===== config.mk =====
export PLATFORM = sky130hd
export DESIGN_NAME = cbor_item_stream_decoder_top
export DESIGN_NICKNAME = d
export VERILOG_FILES = /design/src/design/cisd_pkg.sv /design/src/design/cbor_item_stream_decoder_top.sv /design/src/design/cisd_step.sv /design/src/design/cisd_out_buf.sv
export VERILOG_INCLUDE_DIRS = /design/src /design/src/design
export SDC_FILE = /design/constraint.sdc
export NUM_CORES = 1
export LEC_CHECK = 0
export ABC_CLOCK_PERIOD_IN_PS = 13000
export BUFFER_PORTS_ARGS = -buffer_cell sky130_fd_sc_hd__buf_2
export CAP_MARGIN = 0
export CORE_MARGIN = 3
export CORE_UTILIZATION = 45
export DETAILED_ROUTE_END_ITERATION = 10
export PLACE_DENSITY = 0.6
export SYNTH_ARGS = -nofsm -noshare
export SYNTH_HDL_FRONTEND = slang
export SYNTH_SLANG_ARGS = --single-unit

===== constraint.sdc =====
create_clock -name i_clk -period 13 [get_ports i_clk]
set_input_delay 1.3 -clock i_clk [delete_from_list [all_inputs] [get_ports i_clk]]
set_output_delay 1.3 -clock i_clk [all_outputs]
set_load 0.02 [all_outputs]

===== src/design/cbor_item_stream_decoder_top_assert.svh =====
// ----------------------------------------------------------------------------
// CBOR item stream decoder assertion macros
// Shared assertion forms for the decoder RTL; compiled out with ASSERT_OFF.
// ----------------------------------------------------------------------------
`ifndef CBOR_ITEM_STREAM_DECODER_TOP_ASSERT_SVH
`define CBOR_ITEM_STREAM_DECODER_TOP_ASSERT_SVH

`ifndef ASSERT_OFF
// Check on every rising edge outside reset.
`define CISD_ASSERT(lbl, clk, rst_n, prop, msg) \
    lbl: assert property (@(posedge clk) disable iff (!rst_n) prop) else $error(msg);
// Check on every rising edge, reset included.
`define CISD_ASSERT_ALWAYS(lbl, clk, prop, msg) \
    lbl: assert property (@(posedge clk) prop) else $error(msg);
`else
`define CISD_ASSERT(lbl, clk, rst_n, prop, msg)
`define CISD_ASSERT_ALWAYS(lbl, clk, prop, msg)
`endif

`endif


===== src/design/cisd_pkg.sv =====
// ----------------------------------------------------------------------------
// CBOR item stream decoder package
// Request and result types, CBOR head constants and decoder codes.
// ----------------------------------------------------------------------------
package cisd_pkg;

    localparam int VALUE_W   = 64;
    localparam int LIMIT_W   = 17;
    localparam int PAYLOAD_W = 16;
    localparam int ARG_CNT_W = 4;

    localparam logic [7:0] MAJOR_MASK     = 8'hE0;
    localparam logic [7:0] INFO_MASK      = 8'h1F;
    localparam logic [4:0] INFO_FIRST_EXT = 5'd24;
    localparam logic [4:0] INFO_ARG_1B    = 5'd24;
    localparam logic [4:0] INFO_ARG_2B    = 5'd25;
    localparam logic [4:0] INFO_ARG_4B    = 5'd26;
    localparam logic [4:0] INFO_ARG_8B    = 5'd27;

    // Major type codes as they sit under MAJOR_MASK.
    localparam logic [7:0] MAJ_UNSIGNED = 8'h00;
    localparam logic [7:0] MAJ_BYTES    = 8'h40;
    localparam logic [7:0] MAJ_TEXT     = 8'h60;

    localparam logic [1:0] KIND_UINT  = 2'd0;
    localparam logic [1:0] KIND_BYTES = 2'd1;
    localparam logic [1:0] KIND_TEXT  = 2'd2;

    localparam logic [1:0] ST_BUSY   = 2'd0;
    localparam logic [1:0] ST_DONE   = 2'd1;
    localparam logic [1:0] ST_REJECT = 2'd2;

    localparam logic [1:0] CAUSE_NONE     = 2'd0;
    localparam logic [1:0] CAUSE_MAJOR    = 2'd1;
    localparam logic [1:0] CAUSE_ARG_SIZE = 2'd2;
    localparam logic [1:0] CAUSE_LENGTH   = 2'd3;

    typedef enum logic [2:0] {
        PH_IDLE    = 3'b001,
        PH_ARG     = 3'b010,
        PH_PAYLOAD = 3'b100
    } t_phase;

    typedef struct packed {
        logic [7:0]         in_byte;
        logic [1:0]         opcode;
        logic [LIMIT_W-1:0] length_limit;
    } t_in_item;

    typedef struct packed {
        logic [1:0]         status;
        logic [1:0]         error_cause;
        logic [VALUE_W-1:0] value;
        logic               payload_valid;
        logic [7:0]         payload_byte;
        logic               last;
    } t_out_item;

    // Handshake between the decoder core and the result queue.
    typedef struct packed {
        logic push;
    } t_q_ctrl;

endpackage


===== src/design/cbor_item_stream_decoder_top.sv =====
// ----------------------------------------------------------------------------
// CBOR item stream decoder, top level
// Byte-wide CBOR head decoder with streamed string payload.
// ----------------------------------------------------------------------------
// Feed the CBOR stream one byte per request. On the first byte of an item the
// opcode (0 unsigned integer, 1 byte string of exact length, 2 text string of
// length below length_limit) and length_limit are sampled; on later bytes they
// are ignored. Every accepted byte yields exactly one result request, queued
// as it is taken: while the head is in flight status is 0 and value
// carries the argument bytes gathered so far; payload bytes of a string come
// out with payload_valid set; the final byte, or any error, carries last and
// status 1 (done) or 2 (rejected, with error_cause). After either the decoder
// waits for a new initial byte. Throughput is one byte per cycle: the whole
// decode of a byte is one pass of logic from the state registers into a
// two-entry result queue, and o_in_stall rises only when that queue holds two
// results that the output side has not yet taken.
// ----------------------------------------------------------------------------
module cbor_item_stream_decoder_top (
    input  logic                i_clk,
    input  logic                i_rst_n,
    input  logic                i_in_valid,
    output logic                o_in_stall,
    input  cisd_pkg::t_in_item  i_in_item,
    output logic                o_out_valid,
    input  logic                i_out_stall,
    output cisd_pkg::t_out_item o_out_item
);
    import cisd_pkg::*;

    t_q_ctrl   q_ctrl;
    t_out_item step_result;
    logic      q_full;

    // Take a byte whenever the result queue has room.
    assign q_ctrl.push = i_in_valid && !q_full;
    assign o_in_stall  = q_full;

    // Decode state plus the per-byte result logic.
    cisd_step u_step (
        .i_clk    (i_clk),
        .i_rst_n  (i_rst_n),
        .i_accept (q_ctrl.push),
        .i_item   (i_in_item),
        .o_result (step_result)
    );

    // Hold results until the output side takes them.
    cisd_out_buf u_out_buf (
        .i_clk       (i_clk),
        .i_rst_n     (i_rst_n),
        .i_ctrl      (q_ctrl),
        .i_push_item (step_result),
        .o_full      (q_full),
        .o_valid     (o_out_valid),
        .i_stall     (i_out_stall),
        .o_item      (o_out_item)
    );

endmodule


===== src/design/cisd_step.sv =====
// ----------------------------------------------------------------------------
// CBOR item stream decoder core
// Holds the decode state and turns one stream byte into one result.
// ----------------------------------------------------------------------------
`include "cbor_item_stream_decoder_top_assert.svh"

module cisd_step (
    input  logic                i_clk,
    input  logic                i_rst_n,
    input  logic                i_accept,
    input  cisd_pkg::t_in_item  i_item,
    output cisd_pkg::t_out_item o_result
);
    import cisd_pkg::*;

    t_phase                r_phase,        n_phase;
    logic [1:0]            r_kind,         n_kind;
    logic [ARG_CNT_W-1:0]  r_arg_left,     n_arg_left;
    logic [VALUE_W-1:0]    r_acc,          n_acc;
    logic [PAYLOAD_W-1:0]  r_payload_left, n_payload_left;
    logic [LIMIT_W-1:0]    r_limit,        n_limit;

    logic [7:0]            type_bits;
    logic [4:0]            info;
    logic                  type_ok;
    logic                  head;
    logic                  reject;
    logic [1:0]            rej_cause;
    logic [VALUE_W-1:0]    limit_ext;
    t_out_item             res;

    assign type_bits = i_item.in_byte & MAJOR_MASK;
    assign info      = 5'(i_item.in_byte & INFO_MASK);

    always_comb begin
        n_phase        = r_phase;
        n_kind         = r_kind;
        n_arg_left     = r_arg_left;
        n_acc          = r_acc;
        n_payload_left = r_payload_left;
        n_limit        = r_limit;
        res            = '0;
        head           = 1'b0;
        reject         = 1'b0;
        rej_cause      = CAUSE_NONE;
        type_ok        = 1'b0;

        case (r_phase)
            PH_ARG: begin
                n_acc      = {r_acc[VALUE_W-9:0], i_item.in_byte};
                n_arg_left = r_arg_left - ARG_CNT_W'(1);
                if (n_arg_left == '0) begin
                    head = 1'b1;
                end else begin
                    res.value = n_acc;
                end
            end
            PH_PAYLOAD: begin
                res.payload_valid = 1'b1;
                res.payload_byte  = i_item.in_byte;
                res.value         = r_acc;
                n_payload_left    = r_payload_left - PAYLOAD_W'(1);
                if (n_payload_left == '0) begin
                    res.status = ST_DONE;
                    res.last   = 1'b1;
                    n_phase    = PH_IDLE;
                    n_arg_left = '0;
                end
            end
            default: begin
                // Initial byte of an item: latch what is expected of it.
                n_kind  = i_item.opcode;
                n_limit = i_item.length_limit;
                n_acc   = '0;
                n_phase = PH_IDLE;
                case (i_item.opcode)
                    KIND_UINT:  type_ok = (type_bits == MAJ_UNSIGNED);
                    KIND_BYTES: type_ok = (type_bits == MAJ_BYTES);
                    KIND_TEXT:  type_ok = (type_bits == MAJ_TEXT);
                    default:    type_ok = 1'b0;
                endcase
                if (!type_ok) begin
                    reject    = 1'b1;
                    rej_cause = CAUSE_MAJOR;
                end else if (info < INFO_FIRST_EXT) begin
                    n_acc = VALUE_W'(info);
                    head  = 1'b1;
                end else begin
                    case (info)
                        INFO_ARG_1B: begin
                            n_arg_left = ARG_CNT_W'(1);
                            n_phase    = PH_ARG;
                        end
                        INFO_ARG_2B: begin
                            n_arg_left = ARG_CNT_W'(2);
                            n_phase    = PH_ARG;
                        end
                        INFO_ARG_4B, INFO_ARG_8B: begin
                            if (i_item.opcode == KIND_UINT) begin
                                n_arg_left = (info == INFO_ARG_4B) ?
                                             ARG_CNT_W'(4) : ARG_CNT_W'(8);
                                n_phase    = PH_ARG;
                            end else begin
                                reject    = 1'b1;
                                rej_cause = CAUSE_ARG_SIZE;
                            end
                        end
                        default: begin
                            reject    = 1'b1;
                            rej_cause = CAUSE_ARG_SIZE;
                        end
                    endcase
                end
            end
        endcase

        // Head complete: finish an integer, or check a string length and finish an empty string or start its payload.
        limit_ext = VALUE_W'(n_limit);
        if (head) begin
            if (n_kind == KIND_UINT) begin
                res.status = ST_DONE;
                res.value  = n_acc;
                res.last   = 1'b1;
                n_phase    = PH_IDLE;
                n_arg_left = '0;
                n_payload_left = '0;
            end else if ((n_kind == KIND_BYTES) ? (n_acc != limit_ext)
                                                 : (n_acc >= limit_ext)) begin
                reject    = 1'b1;
                rej_cause = CAUSE_LENGTH;
            end else if (n_acc == '0) begin
                res.status     = ST_DONE;
                res.last       = 1'b1;
                n_phase        = PH_IDLE;
                n_arg_left     = '0;
                n_payload_left = '0;
            end else begin
                res.value      = n_acc;
                n_payload_left = n_acc[PAYLOAD_W-1:0];
                n_arg_left     = '0;
                n_phase        = PH_PAYLOAD;
            end
        end

        if (reject) begin
            res             = '0;
            res.status      = ST_REJECT;
            res.error_cause = rej_cause;
            res.last        = 1'b1;
            n_acc           = '0;
            n_phase         = PH_IDLE;
            n_arg_left      = '0;
            n_payload_left  = '0;
        end
    end

    always_ff @(posedge i_clk) begin
        if (!i_rst_n) begin
            r_phase        <= PH_IDLE;
            r_kind         <= KIND_UINT;
            r_arg_left     <= '0;
            r_acc          <= '0;
            r_payload_left <= '0;
            r_limit        <= '0;
        end else if (i_accept) begin
            r_phase        <= n_phase;
            r_kind         <= n_kind;
            r_arg_left     <= n_arg_left;
            r_acc          <= n_acc;
            r_payload_left <= n_payload_left;
            r_limit        <= n_limit;
        end
    end

    assign o_result = res;

    `CISD_ASSERT(a_arg_count_live, i_clk, i_rst_n,
        (r_phase == PH_ARG) |-> (r_arg_left != '0), "argument phase with no bytes left")
    `CISD_ASSERT(a_payload_count_live, i_clk, i_rst_n,
        (r_phase == PH_PAYLOAD) |-> (r_payload_left != '0), "payload phase with no bytes left")
    `CISD_ASSERT(a_last_goes_idle, i_clk, i_rst_n,
        (i_accept && o_result.last) |=> (r_phase == PH_IDLE), "item ended but decoder not idle")

endmodule


===== src/design/cisd_out_buf.sv =====
// ----------------------------------------------------------------------------
// CBOR item stream decoder result queue
// Two-entry result register queue between the core and the output port.
// ----------------------------------------------------------------------------
`include "cbor_item_stream_decoder_top_assert.svh"

module cisd_out_buf (
    input  logic                i_clk,
    input  logic                i_rst_n,
    input  cisd_pkg::t_q_ctrl   i_ctrl,
    input  cisd_pkg::t_out_item i_push_item,
    output logic                o_full,
    output logic                o_valid,
    input  logic                i_stall,
    output cisd_pkg::t_out_item o_item
);
    import cisd_pkg::*;

    t_out_item  r_slot [2];
    logic       r_wr_ptr, r_rd_ptr;
    logic [1:0] r_count, n_count;
    logic       pop;

    assign o_valid = (r_count != 2'd0);
    assign o_full  = (r_count == 2'd2);
    assign pop     = o_valid && !i_stall;
    assign o_item  = r_slot[r_rd_ptr];

    always_comb begin
        n_count = r_count;
        case ({i_ctrl.push, pop})
            2'b10:   n_count = r_count + 2'd1;
            2'b01:   n_count = r_count - 2'd1;
            default: n_count = r_count;
        endcase
    end

    always_ff @(posedge i_clk) begin
        if (!i_rst_n) begin
            r_wr_ptr <= 1'b0;
            r_rd_ptr <= 1'b0;
            r_count  <= 2'd0;
        end else begin
            if (i_ctrl.push) begin
                r_wr_ptr <= ~r_wr_ptr;
            end
            if (pop) begin
                r_rd_ptr <= ~r_rd_ptr;
            end
            r_count <= n_count;
        end
    end

    always_ff @(posedge i_clk) begin
        if (i_ctrl.push) begin
            r_slot[r_wr_ptr] <= i_push_item;
        end
    end

    `CISD_ASSERT(a_no_push_when_full, i_clk, i_rst_n, !(i_ctrl.push && (r_count == 2'd2)), "push into full result queue")
    `CISD_ASSERT(a_count_bound, i_clk, i_rst_n, r_count != 2'd3, "result queue count out of range")

endmodule

======== Word-level counts from Yosys, hierarchy flattened ========
Memory sizes are Yosys's and may differ from the RTL's. A register that Yosys moved wholly into a read port is not among the register bits.
Cells that the tools add are included.
word-level totals
  register bits after elaboration ......... 110
  memories ................................ 1
  bits of input ports ..................... 31
  bits in writable memories ............... 156
memory list
  name              words  width  rd ports  clocked after Yosys merged registers in  write ports  line                source
  u_out_buf.r_slot  2      78     1         1                                        1            cisd_out_buf.sv:19  t_out_item r_slot [2];
operators by class
  reductions and logical operators ........ 15
  add/sub/neg operators ................... 4
  equal/unequal tests ..................... 15
  bitwise operators ....................... 2
  magnitude comparators ................... 2
  multiplexer cells ....................... 81
operators by type and width
  operator                 number
  $mux W64                 7
  $pmux W64 S2             2
  $mux W16                 6
  $mux W78                 1
  $ge A64 B17 Y1           1
  $logic_not A64 Y1        1
  $ne A64 B17 Y1           1
  $mux W4                  9
  $mux W2                  14
  $mux W3                  8
  $mux W1                  22
  $eq A5 B5 Y1 const B     4
  $mux W17                 1
  $logic_not A16 Y1        1
  $sub A16 B1 Y16 const B  1
  $pmux W3 S2              2
  $pmux W4 S3              1
  $mux W10                 1
  $eq A3 B2 Y1 const B     3
  $logic_not A8 Y1         1
  $pmux W2 S2              2
  $pmux W4 S2              1
  $eq A2 B1 Y1 const B     3
  $eq A2 B2 Y1 const B     3
  other kinds (15)         23

======== Depth between registers and ports, before layout ========
Gate-level depths: netlist (run 1).
  word-level depth ........................ 11
  gate-level depth with buffers ........... 18
  mapped depth without buffers ............ 14

======== Modules after synthesis ========
A second synthesis (run 1) with hierarchy kept.
second synthesis, totals
  cell total of the unflattened synthesis .. 1,115
  area total of the unflattened synthesis .. 12,594.6 um^2
by module, submodules not included
  module                        times used  cells each  sequential area each (um^2)  area each (um^2)
  cisd_step                     1           846         2,122.0                      6,725.2
  cisd_out_buf                  1           268         4,784.6                      5,855.6
  cbor_item_stream_decoder_top  1           1           0.0                          13.8

======== Worst setup path after synthesis (run 1) ========
Ideal clock, no wire load.
  kind .................................... in2reg
  start point ............................. input port i_in_valid
  end point ............................... memory u_out_buf.r_slot[0][0] (netlist bit) (enable)
  required time ........................... 12.483 ns
  stages on the path ...................... 5
  data arrival time ....................... 5.231 ns
  setup time .............................. 0.517 ns
  path buffers ............................ 2
  setup slack ............................. 7.252 ns
  cell sequence ........................... and2_1 > clkbuf_1 > inv_1 > clkbuf_1 > nor2_1
on the way
  word-level cells in the longest chain between the ends .. 3
RTL lines
  item                           line                                source
  start, declared                cbor_item_stream_decoder_top.sv:21  input logic i_in_valid,
  $logic_and A1 B1 Y1            cbor_item_stream_decoder_top.sv:35  assign q_ctrl.push = i_in_valid && !q_full;
  $mux W1                        cisd_out_buf.sv:55                  if (i_ctrl.push) begin
  $mux W1 (implied by the code)  cisd_out_buf.sv:56                  r_slot[r_wr_ptr] <= i_push_item;
  end, declared                  cisd_out_buf.sv:19
No other way between the ends.

======== Worst setup path after layout (run 1) ========
  start point ............................. register u_step.r_phase[0]
  end point ............................... register u_step.r_acc[37]
on the way
  word-level cells in the longest chain between the ends .. 9
RTL lines
  item                                          line              source
  start, declared                               cisd_step.sv:16   t_phase r_phase, n_phase;
  start signal, assigned                        cisd_step.sv:166  r_phase <= n_phase;
  $eq A3 B2 Y1 or $eq A3 B3 Y1 (tied branches)  cisd_step.sv:48   case (r_phase)
  $reduce_or A2 Y1 (no line)                    -
  $mux W17 or $mux W2 (tied branches)           cisd_step.sv:48
  $ge A64 B17 Y1, or another cell as far along  cisd_step.sv:128  : (n_acc >= limit_ext)) begin
  $mux W1 (2 in a row)                          cisd_step.sv:127  end else if ((n_kind == KIND_BYTES) ? (n_acc != limit_ext)
  $mux W1                                       cisd_step.sv:120  if (n_kind == KIND_UINT) begin
  $mux W1                                       cisd_step.sv:119  if (head) begin
  $mux W64 *                                    cisd_step.sv:145  if (reject) begin
  end signal, assigned                          cisd_step.sv:169  r_acc <= n_acc;
  end, declared                                 cisd_step.sv:19   logic [VALUE_W-1:0] r_acc, n_acc;
Every way passes the cells marked *; elsewhere a longest branch is shown, timed or not.
A chain may end at the register's enable or synchronous reset.

==> results of run 1 <==
==> Yosys cell counts, types with 9 or more instances <==
cell | count | share of area
a22o_1 | 50 | 0.035
mux2_2 | 79 | 0.071
clkbuf_1 | 60 | 0.018
a22oi_1 | 54 | 0.032
nand3_1 | 10 | 0.0040
dfxtp_1 | 111 | 0.18
edfxtp_1 | 156 | 0.37
o211a_1 | 16 | 0.013
nor2b_1 | 14 | 0.0069
nand3b_1 | 24 | 0.014
nor3_1 | 19 | 0.0075
a21oi_1 | 32 | 0.013
nor2_1 | 75 | 0.022
o21ai_0 | 47 | 0.019
buf_1 | 9 | 0.0027
a31oi_1 | 11 | 0.0055
and2_1 | 14 | 0.0069
mux2i_1 | 20 | 0.016
and3_1 | 12 | 0.0060
nand2_1 | 75 | 0.022
nor4_1 | 23 | 0.011
inv_1 | 28 | 0.0083
or3_1 | 12 | 0.0060
ha_1 | 25 | 0.025
==> layer usage <==
metal,part of all wire,global-route usage
met1,0.47,0.336
met2,0.44,0.329
met3,0.078,0.0375
met4,0.014,0.0365
met5,0,0
==> worst reg2reg max path, stage by stage, from the launching register on <==
cell,delay (ns)
dfxtp_1,0.34
clkinv_1,0.32
nand2_1,0.42
inv_2,0.25
buf_4,0.35
a22oi_1,0.75
inv_1,0.12
ha_1,0.35
a41o_1,0.22
a21oi_1,0.11
nor3_1,0.06
o311a_1,0.36
or4_1,0.67
a211oi_4,0.30
buf_4,0.40
a22o_1,0.23
==> registers in the layout, summed over array words and instances, names as in the netlist, named ones only <==
name and cells:
u_step.r_arg_left 4, u_step.r_limit 17, u_out_buf.r_rd_ptr 1, u_step.r_payload_left 16, u_out_buf.r_wr_ptr 1, u_step.r_phase 3, u_step.r_kind 2, u_out_buf.r_count 2
u_out_buf.r_slot 156, u_step.r_acc 64
==> area by class of cell <==
class	instances	area (um^2)	share of cell area
inverters	30	113	0.00780
flip-flops and latches	267	6910	0.478
well taps	372	465	0.0322
clock inverters	13	134	0.00927
clock buffers	41	801	0.0554
multi-input cells	740	5310	0.367
repair buffers	132	716	0.0495
==> cell usage in the layout, fill, tap and decap left out, types with 23 or more instances in the layout <==
cell	synthesis	routed
edfxtp_1	156	156
buf_2	2	110
dfxtp_1	111	110
mux2_2	79	79
nand2_1	75	75
nor2_1	75	74
a22oi_1	54	54
a22o_1	50	50
o21ai_0	47	46
a21oi_1	32	32
clkbuf_16	0	29
inv_1	28	28
ha_1	25	25
nand3b_1	24	24
nor4_1	23	23
==> metrics by stage <==
| stage | worst slack (ns) | hold slack, ns | area, um^2 | power [W] | utilization |
|---|---|---|---|---|---|
| after floorplan | 7.25 | 0.440 | 12600 | 0.00138 | - |
| after global placement | 7.47 | 0.450 | 13500 | 0.00154 | 0.496 |
| after detailed placement | 7.31 | 0.460 | 13500 | 0.00154 | 0.496 |
| after CTS | 7.73 | 0.469 | 14400 | 0.00234 | 0.530 |
| after global routing | 7.41 | 0.497 | 14400 | 0.00241 | 0.530 |
| final | 7.69 | 0.471 | 14400 | 0.00231 | 0.530 |
==> how the worst min path moves through the flow <==
stage,start,endpoint,slack (ns)
after floorplan,u_step.r_acc[7],u_step.r_acc[7],0.44
after global routing,u_step.r_limit[0],u_step.r_limit[0],0.50
after CTS,u_step.r_limit[0],u_step.r_limit[0],0.47
after global placement,u_step.r_limit[0],u_step.r_limit[0],0.45
final,u_step.r_limit[0],u_step.r_limit[0],0.47
after detailed placement,u_step.r_limit[0],u_step.r_limit[0],0.46
==> power breakdown <==
group | switching, W | internal (W) | total (W)
clock | 0.000331 | 0.000470 | 0.000800
sequential | 0.0000410 | 0.000983 | 0.00102
combinational | 0.000300 | 0.000187 | 0.000486
==> cell families (layout without fill, tap and decap cells) <==
group | count (synthesis) | count (layout) | synth area share
adder cells (fa/ha/maj) | 25 | 25 | 0.0248
XOR/XNOR | 8 | 8 | 0.00556
flip-flops | 267 | 267 | 0.548
AND/OR/NAND/NOR | 322 | 322 | 0.135
multiplexers | 99 | 99 | 0.0865
buffers and inverters | 105 | 216 | 0.0335
AO/OA/AOI/OAI | 286 | 286 | 0.166
==> metrics.cfg, run 1 <==
[route]
drt_first_pass_iters = 5
wirelength_mm = 33.9
initialDrtViolationCount = 971
post_drt_via_cell_ratio = 5.95
routedWlPerCell_um = 21.3
vias = 9487
ant_nets = 0
drc = 0

[timing]
min_period_ns = 5.31
finalSetupTns_ns = 0
hold_viol = 0
max_freq_ghz = 0.188
period_share = 0.409
slew_headroom = 0.352
finalClockSkew_ns = 0.00900
setup_viol = 0
slew_viol_final = 0
tightest_slew_ns = 0.967
rsz0062_at_grt = false

[logic_synthesis]
syn-num-nets = 1168
syn_inst = 1112
synth-main-ff-cell = edfxtp_1
synth-seq-cells = 267
synth_edf_count = 156
yosys_warnings = 0
synth_cell_types = 77
synth.cell_area_um2 = 12600
yosysSeqAreaShare = 0.548
syn_avg_cell_area_um2 = 11.3
ys_async_sr_fraction = 0

[power_and_ir_drop]
p_per_area_nw_per_um2 = 160
ir_worst_vdd_mv = 0.0883
p_leak_nw = 5.70

[min_path]
min_path_cells = 2
min_path_type = register to register

[global_route]
grt_pass1_wl_mm = 52.9
antenna_found_initial = 1
grt_max_degree = 56
grt_overflow = 0
grt_usage = 0.219
grt_pass1_vias = 8958

[setup_path]
regToRegSetupSlack_ns = 7.69
reg2reg_from = u_step.r_phase[0]
slowest_stage = a22oi_1
critPathMaxStageDelay_ns = 0.74
reg2reg_depth = 15
critPathLaunch = u_step.r_phase[0]
cp_cell_sequence = clkinv_1, nand2_1, inv_2, buf_4, a22oi_1, inv_1, ha_1, a41o_1, a21oi_1, nor3_1, o311a_1, or4_1, a211oi_4, buf_4, a22o_1
cp_common_cell = buf_4
cp.required_ns = 13.49
cp_max_fo = 43
reg2reg_to = u_step.r_acc[37]
critPathTopFamily = compound AO/OA/AOI/OAI gates
crit_buf_inv = 5
crit_type = register to register
crit_cells = 15
crit_path_end_kind = register
critPathArrivalTime_ns = 5.81
setup.worst_path.start_class = register
setup.worst_path.end = u_step.r_acc[37]

[clock_network]
root_buffer = clkbuf_16
cts_buffers = 29
clk_latency_ns = 0.56
cts_resized = 0
cts.sinks = 267
holdBufCountCts = 0
clk_path_buf_depth = 3
htreeDepth = 1
cts_tree = done
post_cts_buffers = 0
path_clk_slew_ns = 0.06

[cells_and_area]
stdcell_count = 1595
n_fill_cell = 2411
antennaDiodeCount = 0
final_nets = 1256
drive_gt1_frac = 0.223
area_growth_syn_to_layout_pct = 14.6

[floorplanning]
dieHeight_um = 173
start_util = 0.463
die_area_um2 = 30100
rows = 60
io_pins = 111
die_w_um = 173
core_um2 = 27300

[place]
place_inst = 1541
place.gp.congestion = 0.907
dp_hpwl_mm = 23.2
port_buffers = 110

[outcome]
status = finished, final reports clean

[flow_run]
cap_violations = 0

Note: power is estimated with default switching activity, not from simulation.
==> run 2: changes to the inputs <==
ABC_AREA = 1   (was unset)
ABC_CLOCK_PERIOD_IN_PS = 4600   (was 13000)
PLACE_DENSITY = 0.62   (was 0.6)
clock period = 4.6 ns   (was 13 ns; I/O delays follow)
==> run 2 against run 1 <==
  * Sequential share of layout area shrank 2.1 points
  * Via count grew 11%
  * Critical path type unchanged
  * Hold slack lost 0.24 ns
  * Combinational power grew 100%
  * Worst setup slack lost 7.3 ns
  * Final cell count grew 25%
  * Critical endpoint is now u_step.r_acc[55]
  * Largest power group unchanged
==> metrics.cfg, run 2 <==
[global_route]
grt_max_degree = 79  ; +41%
grt_busiest_layer = met2
use_met1 = 0.298  ; -0.0377
grt_pass1_wl_mm = 53.3  ; +0.72%
grt_pass1_vias = 9990  ; +12%
grt_usage = 0.211  ; -0.00749
grtUsageMet3 = 0.0347  ; -0.00270
antenna_found_initial = 1  ; unchanged
use_met2 = 0.332  ; +0.00309
grt_overflow = 0  ; unchanged

[power_and_ir_drop]
p_leak_nw = 6.05  ; +6.1%
ir_worst_vdd_mv = 0.286  ; +220%
total_power_w = 0.00606  ; +160%
p_per_area_nw_per_um2 = 401  ; +150%

[timing]
period_share = 0.918  ; +0.509
tightest_slew_ns = 1.15  ; +0.186 ns
rsz0062_at_grt = false
worst_slack_ns = 0.376  ; -7.31 ns
hold_viol = 0  ; unchanged
slew_headroom = 0.230  ; -0.122
max_freq_ghz = 0.237  ; +26%
finalSetupTns_ns = 0  ; unchanged
slew_viol_final = 0  ; unchanged
setup_viol = 0  ; unchanged
min_period_ns = 4.22  ; -1.09 ns
finalClockSkew_ns = 0.0114  ; +0.00236 ns

[clock_network]
path_clk_slew_ns = 0.06  ; about the same
cts_tree = done
clk_path_buf_depth = 3  ; unchanged
htreeDepth = 1  ; unchanged
clk_latency_ns = 0.55  ; about the same
cts_buffers = 29  ; unchanged
cts.sinks = 267  ; unchanged
post_cts_buffers = 0  ; unchanged
root_buffer = clkbuf_16

[flow_run]
cap_violations = 0  ; unchanged

[cells_and_area]
utilization = 0.525  ; -0.00547
final_nets = 1637  ; +30%
final_common_cell = nand2_1
layout_common_cells = 353 x nand2_1, 156 x edfxtp_1, 154 x inv_1
antennaDiodeCount = 0  ; unchanged
area_growth_syn_to_layout_pct = 14.6  ; about the same
largest_reg_flops = 156  ; unchanged
drive_gt1_frac = 0.185  ; -0.0379
top_register = u_out_buf.r_slot
top_regs = u_out_buf.r_slot (156), u_step.r_acc (64), u_step.r_limit (17)

[place]
pre_cts_slack_ns = 0.387  ; -6.93 ns
port_buffers = 110  ; unchanged
place.gp.congestion = 0.928  ; +2.3%
dp_hpwl_mm = 22.6  ; -2.9%

[floorplanning]
core_um2 = 28800  ; +5.6%
rows = 62  ; +3.3%
io_pins = 111  ; unchanged
die_w_um = 177  ; +2.1%
dieHeight_um = 177  ; +2.1%
die_area_um2 = 31400  ; +4.3%
start_util = 0.458  ; -0.00492

[route]
ant_nets = 0  ; unchanged
post_drt_via_cell_ratio = 5.30  ; -11%
initialDrtViolationCount = 865  ; -11%
vias = 10500  ; +11%
drt_first_pass_iters = 5  ; unchanged
drc = 0  ; unchanged
routedWlPerCell_um = 16.9  ; -20%
wirelength_mm = 33.6  ; -0.82%

[logic_synthesis]
synth_edf_count = 156  ; unchanged
synth.most_common_cell = nand2_1
ys_async_sr_fraction = 0  ; unchanged
yosysSeqAreaShare = 0.524  ; -0.0235
synth-main-ff-cell = edfxtp_1
yosys_warnings = 0  ; unchanged
syn_inst = 1480  ; +33%
syn_avg_cell_area_um2 = 8.90  ; -21%
synth_top_area_frac = 0.356  ; -0.0160
synthTopCellsByArea = edfxtp_1 36%, dfxtp_1 17%, nand2_1 10%
synth-seq-cells = 267  ; unchanged
synth_area_leader_cell = edfxtp_1
syn-num-nets = 1536  ; +32%
synth_cell_types = 39  ; -49%
synth.cell_area_um2 = 13200  ; +4.5%
synthTopCellsByCount = 353 x nand2_1, 156 x edfxtp_1, 154 x inv_1

[setup_path]
critPathArrivalTime_ns = 4.68  ; -1.13 ns
critPathMaxStageDelay_ns = 0.87  ; +0.13 ns
crit_path_end_kind = register
cp_cell_sequence = nand3_2, buf_4, o22ai_1, ha_1, nand2_1, inv_1, nand2_1, nand2_1, a21oi_1, nand3_1, nand3_1, nand2_1, nand2_2, nand2_4, nand2_4, nand2_4, nor2_4, buf_6, nand2_1, a21oi_1
crit_type = register to register
cp.required_ns = 5.06  ; -8.43 ns
cp_max_fo = 42  ; -2.3%
cp_common_cell = nand2_1
reg2reg_depth = 20  ; +5
slowest_stage = nor2_4
setup.worst_path.start_class = register

[min_path]
min_path_type = input pin to register
min_path_cells = 3  ; +1

[outcome]
status = finished, final reports clean

==> run 2: cell count changes after synthesis, sizes merged, moves of 18 or more <==
cell,change
nand2,+283
inv,+138
nand3,+79
a21oi,+78
nor2,+56
a22oi,-54
a22o,-50
nand3b,-24
nand4,+24
nor4,-22
buf,+18
==> run 2: kinds of logic after synthesis <==
kind of cell | synth area share
AOI/OAI and AO/OA | 0.0866
adders and majority gates | 0.0237
buffers and inverters | 0.0797
muxes | 0.0788
DFF | 0.524
and+or+nand+nor | 0.195
xor gates and xnor gates | 0.0113
==> run 2: where the power goes <==
group          switching (W)  internal (W)
clock               0.000926       0.00129
combinational       0.000634      0.000360
sequential          0.000117       0.00273
total                0.00168       0.00438
==> run 2: metrics by stage <==
stage	instance area, um^2	cells	hold WS, ns
3_5_place_dp	14200	1934	0.436
3_3_place_gp	14200	1934	0.423
5_1_grt	15100	1987	0.239
2_1_floorplan	13200	1480	0.422
4_1_cts	15100	1987	0.216
6_report	15100	1987	0.235
==> run 2: worst paths after layout <==
| check | startpoint | endpoint | slack (ns) |
|---|---|---|---|
| hold reg to reg | u_out_buf.r_rd_ptr | register | 0.44 |
| setup / recovery | u_step.r_phase[1] | u_step.r_acc[55] | 0.38 |
| setup reg to reg | u_step.r_phase[1] | u_step.r_acc[55] | 0.38 |
| hold / removal | i_out_stall | u_out_buf.r_rd_ptr | 0.23 |
==> run 2: layout make-up <==
type | count | area [um^2]
flip-flops and latches | 267 | 6910
inverters | 168 | 632
well taps | 384 | 480
repair buffers | 152 | 927
fillers | 2662 | 13700
clock buffers | 41 | 781
multi-input cells | 963 | 5250
clock inverters | 12 | 120
==> run 2: per-layer routing <==
metal,vias up,routed length (um)
li1,5152,-
met1,4956,15200
met2,346,15100
met3,68,2140
met4,2,1080
met5,-,13
==> run 2: critical path, delay by kind of cell (launching register included) <==
family,cells,cell delay [ns]
simple gates,13,1.82
compound gates,3,0.78
flops,1,0.54
buf+inv,3,0.62
fa+ha+maj,1,0.34
==> run 2: what timing repair did <==
action / CTS / global route
gates resized for setup: 0 / 3
setup endpoints to repair: 0 / 34
hold buffers: 0 / 0
